==> config.mk <==
export PLATFORM = sky130hd
export DESIGN_NAME = intel_hex_record_writer
export DESIGN_NICKNAME = d
export VERILOG_FILES = /design/src/rtl/core/ihexw_pkg.sv /design/src/rtl/core/ihexw_queue.sv /design/src/rtl/core/ihexw_front.sv /design/src/rtl/core/ihexw_back.sv /design/src/rtl/core/intel_hex_record_writer.sv
export SDC_FILE = /design/constraint.sdc
export NUM_CORES = 1
export LEC_CHECK = 0
export BUFFER_PORTS_ARGS = -buffer_cell sky130_fd_sc_hd__buf_2
export CORE_MARGIN = 2
export CORE_UTILIZATION = 56
export DETAILED_ROUTE_END_ITERATION = 6
export GPL_ROUTABILITY_DRIVEN = 1
export PLACE_DENSITY = 0.76
export SYNTH_ARGS = -nofsm -noshare
export SYNTH_HDL_FRONTEND = slang
export SYNTH_SLANG_ARGS = --single-unit
==> constraint.sdc <==
create_clock -name clk -period 5.86 [get_ports clk]
set_clock_uncertainty 0.15 [all_clocks]
set_input_delay 1.172 -clock clk [delete_from_list [all_inputs] [get_ports clk]]
set_output_delay 1.172 -clock clk [all_outputs]
set_load 0.01 [all_outputs]
==> src/rtl/core/ihexw_pkg.sv <==
// ihexw_pkg: shared types, constants and helpers for the Intel HEX record writer
// no dependencies; used by every other file under rtl/core

package ihexw_pkg;

  localparam int MAX_RECORD_BYTES = 32;
  localparam int ADDR_W           = 16;
  localparam int BYTE_W           = 8;
  localparam int CHAR_W           = 7;
  localparam int REC_LEN_W        = 6;
  localparam int CNT_W            = 6;
  localparam int JOB_QUEUE_DEPTH  = 2;

  localparam logic [REC_LEN_W-1:0] RECORD_LENGTH_RESET = 6'd32;

  typedef enum logic [1:0] {
    CMD_WRITE   = 2'd0,
    CMD_SET     = 2'd1,
    CMD_ADVANCE = 2'd2,
    CMD_END     = 2'd3
  } cmd_t;

  typedef enum logic {
    REC_DATA = 1'b0,
    REC_EOF  = 1'b1
  } rec_type_t;

  typedef struct packed {
    logic [ADDR_W-1:0] addr;
    logic [CNT_W-1:0]  count;
    rec_type_t         rtype;
    logic              bank;
    logic              last;
  } job_t;

  typedef struct packed {
    logic              en;
    logic              bank;
    logic [CNT_W-1:0]  index;
    logic [BYTE_W-1:0] data;
  } mem_wr_t;

  typedef struct packed {
    logic en;
    logic bank;
  } release_t;

  function automatic logic [CHAR_W-1:0] hex_char(input logic [3:0] nib);
    logic [CHAR_W-1:0] c;
    if (nib < 4'd10) begin
      c = 7'h30 + CHAR_W'(nib);
    end else begin
      c = 7'h37 + CHAR_W'(nib);
    end
    return c;
  endfunction

endpackage

==> src/rtl/core/ihexw_queue.sv <==
// ihexw_queue: short job queue between the front and the back
// depends on ihexw_pkg

module ihexw_queue (
  input  logic            clk,
  input  logic            rst_n,
  input  logic            push,
  input  ihexw_pkg::job_t job_in,
  output logic            free,
  output logic            valid,
  output ihexw_pkg::job_t job_out,
  input  logic            pop
);

  localparam int DEPTH = ihexw_pkg::JOB_QUEUE_DEPTH;
  localparam int PW    = (DEPTH > 1) ? $clog2(DEPTH) : 1;
  localparam int LW    = $clog2(DEPTH + 1);

  ihexw_pkg::job_t entries_r [DEPTH];
  logic [PW-1:0]   wr_ptr_r, wr_ptr_nxt;
  logic [PW-1:0]   rd_ptr_r, rd_ptr_nxt;
  logic [LW-1:0]   level_r, level_nxt;
  logic            do_push, do_pop;

  assign free    = level_r != LW'(DEPTH);
  assign valid   = level_r != '0;
  assign do_push = push && free;
  assign do_pop  = pop && valid;
  assign job_out = entries_r[rd_ptr_r];

  always_comb begin
    wr_ptr_nxt = wr_ptr_r;
    rd_ptr_nxt = rd_ptr_r;
    level_nxt  = level_r;
    if (do_push) begin
      wr_ptr_nxt = (wr_ptr_r == PW'(DEPTH - 1)) ? '0 : wr_ptr_r + PW'(1);
    end
    if (do_pop) begin
      rd_ptr_nxt = (rd_ptr_r == PW'(DEPTH - 1)) ? '0 : rd_ptr_r + PW'(1);
    end
    if (do_push && !do_pop) begin
      level_nxt = level_r + LW'(1);
    end else if (do_pop && !do_push) begin
      level_nxt = level_r - LW'(1);
    end
  end

  always_ff @(posedge clk) begin
    if (!rst_n) begin
      wr_ptr_r <= '0;
      rd_ptr_r <= '0;
      level_r  <= '0;
    end else begin
      wr_ptr_r <= wr_ptr_nxt;
      rd_ptr_r <= rd_ptr_nxt;
      level_r  <= level_nxt;
    end
  end

  always_ff @(posedge clk) begin
    if (do_push) begin
      entries_r[wr_ptr_r] <= job_in;
    end
  end

endmodule

==> src/rtl/core/ihexw_front.sv <==
// ihexw_front: input stage, address tracking and run buffering, issues record jobs
// depends on ihexw_pkg

module ihexw_front #(
  parameter int MAX_RECORD_BYTES = ihexw_pkg::MAX_RECORD_BYTES
) (
  input  logic                               clk,
  input  logic                               rst_n,
  input  logic                               in_push,
  output logic                               in_full,
  input  logic [1:0]                         in_command,
  input  logic [ihexw_pkg::BYTE_W-1:0]       in_data_byte,
  input  logic [ihexw_pkg::ADDR_W-1:0]       in_new_address,
  input  logic [ihexw_pkg::ADDR_W-1:0]       in_skip_count,
  input  logic [ihexw_pkg::ADDR_W-1:0]       in_start_address,
  input  logic                               cfg_valid,
  input  logic [ihexw_pkg::REC_LEN_W-1:0]    cfg_data,
  input  logic                               q_free,
  output logic                               q_push,
  output ihexw_pkg::job_t                    q_job,
  output ihexw_pkg::mem_wr_t                 wr,
  input  ihexw_pkg::release_t                rel
);

  localparam int AW = ihexw_pkg::ADDR_W;
  localparam int CW = ihexw_pkg::CNT_W;
  localparam int LW = ihexw_pkg::REC_LEN_W;

  logic                            stage_valid_r, stage_valid_nxt;
  ihexw_pkg::cmd_t                 st_cmd_r;
  logic [ihexw_pkg::BYTE_W-1:0]    st_data_r;
  logic [AW-1:0]                   st_new_r, st_skip_r, st_start_r;

  logic [AW-1:0]  cur_addr_r, cur_addr_nxt;
  logic [AW-1:0]  rec_addr_r, rec_addr_nxt;
  logic [CW-1:0]  cnt_r, cnt_nxt;
  logic           bank_r, bank_nxt;
  logic [1:0]     busy_r, busy_nxt;
  logic [LW-1:0]  rec_len_r;
  logic [LW-1:0]  eff_len;

  logic           accept, fire;
  logic           run_break, full_run, flush, emit, can_switch;
  logic [CW-1:0]  base;

  always_comb begin
    if (rec_len_r == '0) begin
      eff_len = LW'(1);
    end else if (rec_len_r > LW'(MAX_RECORD_BYTES)) begin
      eff_len = LW'(MAX_RECORD_BYTES);
    end else begin
      eff_len = rec_len_r;
    end
  end

  assign run_break  = (rec_addr_r + AW'(cnt_r)) != cur_addr_r;
  assign full_run   = LW'(cnt_r) >= eff_len;
  assign flush      = run_break || full_run;
  assign emit       = flush && (cnt_r != '0);
  assign can_switch = q_free && !busy_r[~bank_r];
  assign base       = flush ? '0 : cnt_r;

  always_comb begin
    fire         = 1'b0;
    q_push       = 1'b0;
    q_job        = '0;
    wr           = '0;
    cur_addr_nxt = cur_addr_r;
    rec_addr_nxt = rec_addr_r;
    cnt_nxt      = cnt_r;
    bank_nxt     = bank_r;
    if (stage_valid_r) begin
      unique case (st_cmd_r)
        ihexw_pkg::CMD_WRITE: begin
          if (!emit || can_switch) begin
            fire = 1'b1;
            if (emit) begin
              q_push       = 1'b1;
              q_job.addr   = rec_addr_r;
              q_job.count  = cnt_r;
              q_job.rtype  = ihexw_pkg::REC_DATA;
              q_job.bank   = bank_r;
              q_job.last   = 1'b1;
              bank_nxt     = ~bank_r;
            end
            wr.en        = 1'b1;
            wr.bank      = emit ? ~bank_r : bank_r;
            wr.index     = base;
            wr.data      = st_data_r;
            cnt_nxt      = base + CW'(1);
            rec_addr_nxt = flush ? cur_addr_r : rec_addr_r;
            cur_addr_nxt = cur_addr_r + AW'(1);
          end
        end
        ihexw_pkg::CMD_SET: begin
          fire         = 1'b1;
          cur_addr_nxt = st_new_r;
        end
        ihexw_pkg::CMD_ADVANCE: begin
          fire         = 1'b1;
          cur_addr_nxt = cur_addr_r + st_skip_r;
        end
        ihexw_pkg::CMD_END: begin
          if (cnt_r != '0) begin
            // data record first, the end record follows on a later cycle
            if (can_switch) begin
              q_push       = 1'b1;
              q_job.addr   = rec_addr_r;
              q_job.count  = cnt_r;
              q_job.rtype  = ihexw_pkg::REC_DATA;
              q_job.bank   = bank_r;
              q_job.last   = 1'b0;
              bank_nxt     = ~bank_r;
              cnt_nxt      = '0;
              rec_addr_nxt = cur_addr_r;
            end
          end else if (q_free) begin
            fire         = 1'b1;
            q_push       = 1'b1;
            q_job.addr   = st_start_r;
            q_job.count  = '0;
            q_job.rtype  = ihexw_pkg::REC_EOF;
            q_job.bank   = bank_r;
            q_job.last   = 1'b1;
            rec_addr_nxt = st_start_r;
          end
        end
        default: begin
          fire = 1'b0;
        end
      endcase
    end
  end

  always_comb begin
    busy_nxt = busy_r;
    if (rel.en) begin
      busy_nxt[rel.bank] = 1'b0;
    end
    if (q_push && (q_job.rtype == ihexw_pkg::REC_DATA)) begin
      busy_nxt[bank_r] = 1'b1;
    end
  end

  assign in_full = stage_valid_r && !fire;
  assign accept  = in_push && !in_full;

  always_comb begin
    if (accept) begin
      stage_valid_nxt = 1'b1;
    end else if (fire) begin
      stage_valid_nxt = 1'b0;
    end else begin
      stage_valid_nxt = stage_valid_r;
    end
  end

  always_ff @(posedge clk) begin
    if (!rst_n) begin
      stage_valid_r <= 1'b0;
      cur_addr_r    <= '0;
      rec_addr_r    <= '0;
      cnt_r         <= '0;
      bank_r        <= 1'b0;
      busy_r        <= '0;
      rec_len_r     <= ihexw_pkg::RECORD_LENGTH_RESET;
    end else begin
      stage_valid_r <= stage_valid_nxt;
      cur_addr_r    <= cur_addr_nxt;
      rec_addr_r    <= rec_addr_nxt;
      cnt_r         <= cnt_nxt;
      bank_r        <= bank_nxt;
      busy_r        <= busy_nxt;
      if (cfg_valid) begin
        rec_len_r <= cfg_data;
      end
    end
  end

  always_ff @(posedge clk) begin
    if (accept) begin
      st_cmd_r   <= ihexw_pkg::cmd_t'(in_command);
      st_data_r  <= in_data_byte;
      st_new_r   <= in_new_address;
      st_skip_r  <= in_skip_count;
      st_start_r <= in_start_address;
    end
  end

endmodule

==> src/rtl/core/ihexw_back.sv <==
// ihexw_back: record buffer memory and record sequencer, one hex pair per cycle while out_pop keeps up
// depends on ihexw_pkg

module ihexw_back #(
  parameter int MAX_RECORD_BYTES = ihexw_pkg::MAX_RECORD_BYTES
) (
  input  logic                             clk,
  input  logic                             rst_n,
  input  logic                             q_valid,
  input  ihexw_pkg::job_t                  q_job,
  output logic                             q_pop,
  input  ihexw_pkg::mem_wr_t               wr,
  output ihexw_pkg::release_t              rel,
  input  logic                             out_pop,
  output logic                             out_empty,
  output logic [ihexw_pkg::CHAR_W-1:0]     out_hex_high,
  output logic [ihexw_pkg::CHAR_W-1:0]     out_hex_low,
  output logic                             out_record_start,
  output logic                             out_record_end,
  output logic                             out_last
);

  localparam int IW    = (MAX_RECORD_BYTES > 1) ? $clog2(MAX_RECORD_BYTES) : 1;
  localparam int MEM_D = 2 ** (IW + 1);
  localparam int CW    = ihexw_pkg::CNT_W;
  localparam int BW    = ihexw_pkg::BYTE_W;

  typedef enum logic [6:0] {
    ST_IDLE  = 7'b0000001,
    ST_COUNT = 7'b0000010,
    ST_ADHI  = 7'b0000100,
    ST_ADLO  = 7'b0001000,
    ST_TYPE  = 7'b0010000,
    ST_DATA  = 7'b0100000,
    ST_CSUM  = 7'b1000000
  } state_t;

  logic [BW-1:0]   mem [MEM_D];
  logic [BW-1:0]   rd_data_r;
  logic            rd_en;
  logic [CW-1:0]   rd_idx;

  state_t          state_r, state_nxt;
  ihexw_pkg::job_t job_r;
  logic [CW-1:0]   idx_r, idx_nxt;
  logic [BW-1:0]   sum_r, sum_nxt;

  logic            out_valid_r;
  logic            step, emit;
  logic [BW-1:0]   pair_byte;
  logic            pair_start, pair_end, pair_last;

  assign step      = !out_valid_r || out_pop;
  assign emit      = step && (state_r != ST_IDLE);
  assign out_empty = !out_valid_r;

  always_comb begin
    state_nxt  = state_r;
    idx_nxt    = idx_r;
    q_pop      = 1'b0;
    rd_en      = 1'b0;
    rd_idx     = '0;
    rel        = '0;
    pair_byte  = '0;
    pair_start = 1'b0;
    pair_end   = 1'b0;
    pair_last  = 1'b0;
    unique case (state_r)
      ST_IDLE: begin
        if (q_valid) begin
          q_pop     = 1'b1;
          state_nxt = ST_COUNT;
        end
      end
      ST_COUNT: begin
        pair_byte  = BW'(job_r.count);
        pair_start = 1'b1;
        if (step) begin
          state_nxt = ST_ADHI;
        end
      end
      ST_ADHI: begin
        pair_byte = job_r.addr[15:8];
        if (step) begin
          state_nxt = ST_ADLO;
        end
      end
      ST_ADLO: begin
        pair_byte = job_r.addr[7:0];
        if (step) begin
          state_nxt = ST_TYPE;
        end
      end
      ST_TYPE: begin
        pair_byte = BW'(job_r.rtype);
        if (step) begin
          idx_nxt = '0;
          if (job_r.count == '0) begin
            state_nxt = ST_CSUM;
          end else begin
            rd_en     = 1'b1;
            rd_idx    = '0;
            state_nxt = ST_DATA;
          end
        end
      end
      ST_DATA: begin
        pair_byte = rd_data_r;
        if (step) begin
          if (idx_r == job_r.count - CW'(1)) begin
            state_nxt = ST_CSUM;
          end else begin
            rd_en   = 1'b1;
            rd_idx  = idx_r + CW'(1);
            idx_nxt = idx_r + CW'(1);
          end
        end
      end
      ST_CSUM: begin
        pair_byte = BW'(0) - sum_r;
        pair_end  = 1'b1;
        pair_last = job_r.last;
        if (step) begin
          state_nxt = ST_IDLE;
          rel.en    = job_r.rtype == ihexw_pkg::REC_DATA;
          rel.bank  = job_r.bank;
        end
      end
      default: begin
        state_nxt = ST_IDLE;
      end
    endcase
  end

  always_comb begin
    sum_nxt = sum_r;
    if (emit) begin
      sum_nxt = (state_r == ST_COUNT) ? pair_byte : sum_r + pair_byte;
    end
  end

  always_ff @(posedge clk) begin
    if (!rst_n) begin
      state_r     <= ST_IDLE;
      out_valid_r <= 1'b0;
    end else begin
      state_r <= state_nxt;
      if (emit) begin
        out_valid_r <= 1'b1;
      end else if (out_pop) begin
        out_valid_r <= 1'b0;
      end
    end
  end

  always_ff @(posedge clk) begin
    if (q_pop) begin
      job_r <= q_job;
    end
    idx_r <= idx_nxt;
    sum_r <= sum_nxt;
    if (emit) begin
      out_hex_high     <= ihexw_pkg::hex_char(pair_byte[7:4]);
      out_hex_low      <= ihexw_pkg::hex_char(pair_byte[3:0]);
      out_record_start <= pair_start;
      out_record_end   <= pair_end;
      out_last         <= pair_last;
    end
  end

  always_ff @(posedge clk) begin
    if (wr.en) begin
      mem[{wr.bank, wr.index[IW-1:0]}] <= wr.data;
    end
    if (rd_en) begin
      rd_data_r <= mem[{job_r.bank, rd_idx[IW-1:0]}];
    end
  end

endmodule

==> src/rtl/core/intel_hex_record_writer.sv <==
// Intel HEX record writer: input stage and run buffer (ihexw_front), job queue
// (ihexw_queue) and record sequencer (ihexw_back); depends on ihexw_pkg
//
// Commands enter through a one-deep input stage; an end command with buffered data
// sends a data record first, then the end record. Records leave the back at one
// hex pair per cycle while out_pop keeps up: a record of n data bytes costs n + 5
// pairs, and the back fetches each job in its idle state before the count pair.
// The record buffer is a two-bank memory: the front fills one bank while the back
// reads the other, and a write that closes a record waits only while the back
// still holds the bank it would move to or the two-entry job queue is full. No
// clearing pass is needed after reset. cfg_ready is always high. The user must
// write record_length only while the block is idle; the block does not enforce it.

module intel_hex_record_writer #(
  parameter int MAX_RECORD_BYTES = ihexw_pkg::MAX_RECORD_BYTES
) (
  input  logic                             clk,
  input  logic                             rst_n,
  input  logic                             in_push,
  output logic                             in_full,
  input  logic [1:0]                       in_command,
  input  logic [ihexw_pkg::BYTE_W-1:0]     in_data_byte,
  input  logic [ihexw_pkg::ADDR_W-1:0]     in_new_address,
  input  logic [ihexw_pkg::ADDR_W-1:0]     in_skip_count,
  input  logic [ihexw_pkg::ADDR_W-1:0]     in_start_address,
  output logic                             out_empty,
  input  logic                             out_pop,
  output logic [ihexw_pkg::CHAR_W-1:0]     out_hex_high,
  output logic [ihexw_pkg::CHAR_W-1:0]     out_hex_low,
  output logic                             out_record_start,
  output logic                             out_record_end,
  output logic                             out_last,
  input  logic                             cfg_valid,
  output logic                             cfg_ready,
  input  logic [ihexw_pkg::REC_LEN_W-1:0]  cfg_data
);

  logic                q_push, q_free, q_valid, q_pop;
  ihexw_pkg::job_t     q_job_in, q_job_out;
  ihexw_pkg::mem_wr_t  wr;
  ihexw_pkg::release_t rel;

  assign cfg_ready = 1'b1;

  ihexw_front #(
    .MAX_RECORD_BYTES(MAX_RECORD_BYTES)
  ) u_front (
    .clk              (clk),
    .rst_n            (rst_n),
    .in_push          (in_push),
    .in_full          (in_full),
    .in_command       (in_command),
    .in_data_byte     (in_data_byte),
    .in_new_address   (in_new_address),
    .in_skip_count    (in_skip_count),
    .in_start_address (in_start_address),
    .cfg_valid        (cfg_valid && cfg_ready),
    .cfg_data         (cfg_data),
    .q_free           (q_free),
    .q_push           (q_push),
    .q_job            (q_job_in),
    .wr               (wr),
    .rel              (rel)
  );

  ihexw_queue u_queue (
    .clk     (clk),
    .rst_n   (rst_n),
    .push    (q_push),
    .job_in  (q_job_in),
    .free    (q_free),
    .valid   (q_valid),
    .job_out (q_job_out),
    .pop     (q_pop)
  );

  ihexw_back #(
    .MAX_RECORD_BYTES(MAX_RECORD_BYTES)
  ) u_back (
    .clk              (clk),
    .rst_n            (rst_n),
    .q_valid          (q_valid),
    .q_job            (q_job_out),
    .q_pop            (q_pop),
    .wr               (wr),
    .rel              (rel),
    .out_pop          (out_pop),
    .out_empty        (out_empty),
    .out_hex_high     (out_hex_high),
    .out_hex_low      (out_hex_low),
    .out_record_start (out_record_start),
    .out_record_end   (out_record_end),
    .out_last         (out_last)
  );

endmodule

==> impl_metrics.csv <==
group,metric,value,unit
outcome,status,"finished with violations",
outcome,violations,"design-rule violations",
drt,drc,5,
power,p_comb_share,8.5,%
drt,wire_per_inst,24.8,um
drt,drt-pass1-iter-count,7,
cts,cts_root_buf,"clkbuf_16",
power,p_clk_share,40.3,%
worst_setup_path,critPathLaunchType,"flop",
drt,num_vias,21329,
cts,h-tree-depth,3,
floorplanning,rows,87,
worst_setup_path,timing.rr.end,"u_back.mem[58][0]",
worst_setup_path,required,4.54,ns
place,place.gp.congestion,0.987,
cts,post_cts_buffers,0,
global_routing,grt-ovfl-total,0,
sta,drv_slew,0,
global_routing,grt_start_max_net_pins,69,
worst_setup_path,critical_path.max_fanout,10,
place,post-place-ws,0.636,ns
cells_and_area,drive_gt1_share,14.8,%
sta,setup_viol,0,
cts,clk_latency,0.64,ns
yosys,synth_edf_count,684,
yosys,yosysUniqueCellTypes,100,
drt,drtIter0Drc,2941,
worst_setup_path,reg2reg_depth,14,
cells_and_area,area_growth,12.7,%
place,dp_hpwl,54.2,mm
floorplanning,ios,89,
floorplanning,initial_core_util,56.5,%
cts,clockBufferDepth,3,
sta,hold_viol_final,0,
power,p_leak,12.3,nW
drt,avgViaCountPerCell,6.42,
floorplanning,die_area,58600,um^2
yosys,synthAdderAreaFrac,2.00,%
worst_setup_path,worstReg2RegStart,"u_front.cnt_r[1]",
cells_and_area,fin_area,35800,um^2
yosys,synthSimpleGateAreaFrac,11.9,%
drt,drtAntennaViolNets,0,
cts,clk_pin_slew_worst_paths,0.07,ns
floorplanning,coreArea,56200,um^2
cells_and_area,finalNetCount,2628,
sta,slew_headroom,18.4,%
sta,worst_pin_slew,1.22,ns
cells_and_area,nFillCells,4036,
sta,min_period_over_period,91.0,%
drt,drt_wl_total,82.3,mm
floorplanning,die_h,242,um
worst_setup_path,worstSetupEndpointType,"output port",
power,seqPwrFrac,51.2,%
power,power.density,342,nW/um^2
sta,finalSetupTns,0,ns
place,io_buffer_count,87,
worst_setup_path,worstPathArrival,4.01,ns
yosys,avgSynthCellArea,13.2,um^2
sta,max_freq,188,MHz
sta,fin_crit,5.33,ns
cts,clock_sinks,744,
global_routing,antenna_found_initial,2,
sta,rsz0062_at_grt,"no",
yosys,yosys.area_share.xor_xnor,1.63,%
cts,postCtsHoldBufs,0,
sta,worst_slack,0.529,ns
worst_hold_path,holdPathStages,2,
worst_setup_path,crit_type,"flop to output port",
yosys,ys_seq_elements,744,
cts,numCtsBuffers,75,
worst_hold_path,hp-class,"flop to flop",
power,p_int,9.36,mW
yosys,synth-compound-area-share,11.2,%
yosys,synth.area.mux_share,2.11,%
cells_and_area,antenna_cells,0,
power,p_sw,2.87,mW
global_routing,grt_usage,28.0,%
yosys,synthCells,2395,
global_routing,grt_pass1_vias,20826,
power,vdd_ir_drop_max,231,uV
flow_run,timing.max_cap.violations,0,
yosys,async_flop_share,0,%
power,switching_share,23.4,%
yosys,yosysWarnings,0,
global_routing,grt_pass1_wl,125,mm
worst_hold_path,hold_start,"u_back.state_r[5]",
worst_setup_path,reg2reg_slack,0.59,ns
worst_hold_path,holdPathEnd,"u_back.state_r[5]",
cts,cts_tree,"built",
yosys,synthesis.area,31700,um^2
yosys,synth_ff_type,"edfxtp_1",
place,placed_area,33200,um^2
yosys,synth_top_family_by_area,"simple AND/OR/NAND/NOR gates",
yosys,synthesis.nets,2513,
yosys,ys_seq_area_share,68.5,%
floorplanning,die_w,242,um
cts,post_cts_resized,0,
sequential cells by signal, indices dropped and copies added (netlist names), 2 cells and up:
register and count:
u_back.state_r 7, u_back.out_hex_high 7, u_front.busy_r 2, u_front.cur_addr_r 16
u_back.job_r 25, u_back.mem 512, u_front.rec_len_r 6, u_back.rd_data_r 8
u_front.rec_addr_r 16, u_queue.level_r 2, u_front.st_data_r 8, u_front.st_cmd_r 2
u_back.out_hex_low 7, u_back.sum_r 8, u_back.idx_r 6, u_front.st_new_r 16
u_queue.entries_r 50, u_front.st_start_r 16, u_front.cnt_r 6, u_front.st_skip_r 16
worst max path at each step:
stage | start | to | slack [ns] | cells after the start
2_1_floorplan | u_front.cnt_r[1] | u_front.st_cmd_r[0] | 1.10 | 12
3_3_place_gp | u_front.cnt_r[1] | u_back.mem[43][0] | 0.78 | 13
3_5_place_dp | u_front.cnt_r[1] | u_back.mem[43][6] | 0.64 | 13
4_1_cts | u_front.cnt_r[1] | in_full | 0.54 | 12
5_1_grt | u_front.cnt_r[1] | in_full | 0.20 | 12
6_report | u_front.cnt_r[1] | in_full | 0.53 | 12
cell families after synthesis:
family          count (synthesis)
fa+ha+maj                      49
mux                            62
compound gates                505
xor+xnor                       59
buf+inv                       178
other cells                     1
flops                         744
simple gates                  797
final cells by class:
type                            instances  area (um^2)  area share [%]
Tap cell                              756          946            2.65
Multi-Input combinational cell       1473         9240            25.8
Clock buffer                           95         2060            5.75
Inverter                               42          163           0.455
Timing Repair Buffer                  174         1140            3.18
Clock inverter                         39          479            1.34
Sequential cell                       744        21700            60.8
synthesized netlist by cell type, types with 28 or more instances:
master    count  area [um^2]
o22ai_1     119          744
nand2_1     338         1270
edfxtp_1    684        20500
dfxtp_1      60         1200
xnor2_1      29          254
a21oi_1      83          415
a31oi_1      33          206
mux2i_1      33          330
nand3_1     114          571
a32oi_1      45          394
nor2_1      149          559
buf_2        49          245
a22oi_1      29          218
and2_1       40          250
mux2_2       28          315
ha_1         46          576
inv_1        41          154
o21ai_0      44          220
clkbuf_1     63          236
xor2_1       30          263
critical path, cell delays in order (launching register included):
cell and delay, ns:
dfxtp_1 0.47, inv_1 0.19, fa_1 0.48, nor2b_1 0.13
o21ai_1 0.09, a21oi_1 0.34, o211ai_1 0.15, xnor2_1 0.32
a21oi_4 0.07, nand4_4 0.19, nand2_1 0.11, a22oi_1 0.58
buf_2 0.25
stage by stage:
step	utilization [%]	hold slack [ns]	instances	total power [mW]
global placement	59.2	0.316	3189	7.36
CTS	63.7	0.342	3323	12.2
finish	63.7	0.341	3323	12.2
global route	63.7	0.358	3323	12.6
floorplan	-	0.301	2395	7.02
detailed placement	59.2	0.333	3189	7.40
cell usage in the layout (no fill, tap or decap), types with 46 or more instances in the layout:
cell / instances
buf_2: 87
nand3_1: 113
clkbuf_16: 78
buf_4: 83
nand2_1: 338
ha_1: 46
a21oi_1: 83
nor2_1: 148
o22ai_1: 119
dfxtp_1: 60
edfxtp_1: 684
per-layer routing:
metal  vias up  wire [um]  track usage, %
li1       9423          -               -
met1     10386      32600            38.9
met2      1288      37200            42.6
met3       230       8820            6.28
met4         2       3650            12.6
met5         -          9               0
power groups by stage:
stage / logic [mW] / registers, mW / clock network (mW)
4_1_cts: 1.04 / 6.26 / 4.95
6_report: 1.05 / 6.26 / 4.92
5_1_grt: 1.15 / 6.29 / 5.14
3_3_place_gp: 1.00 / 6.36 / 0
2_1_floorplan: 0.719 / 6.30 / 0
3_5_place_dp: 1.03 / 6.37 / 0
Note: power is estimated with default switching activity, not from simulation.
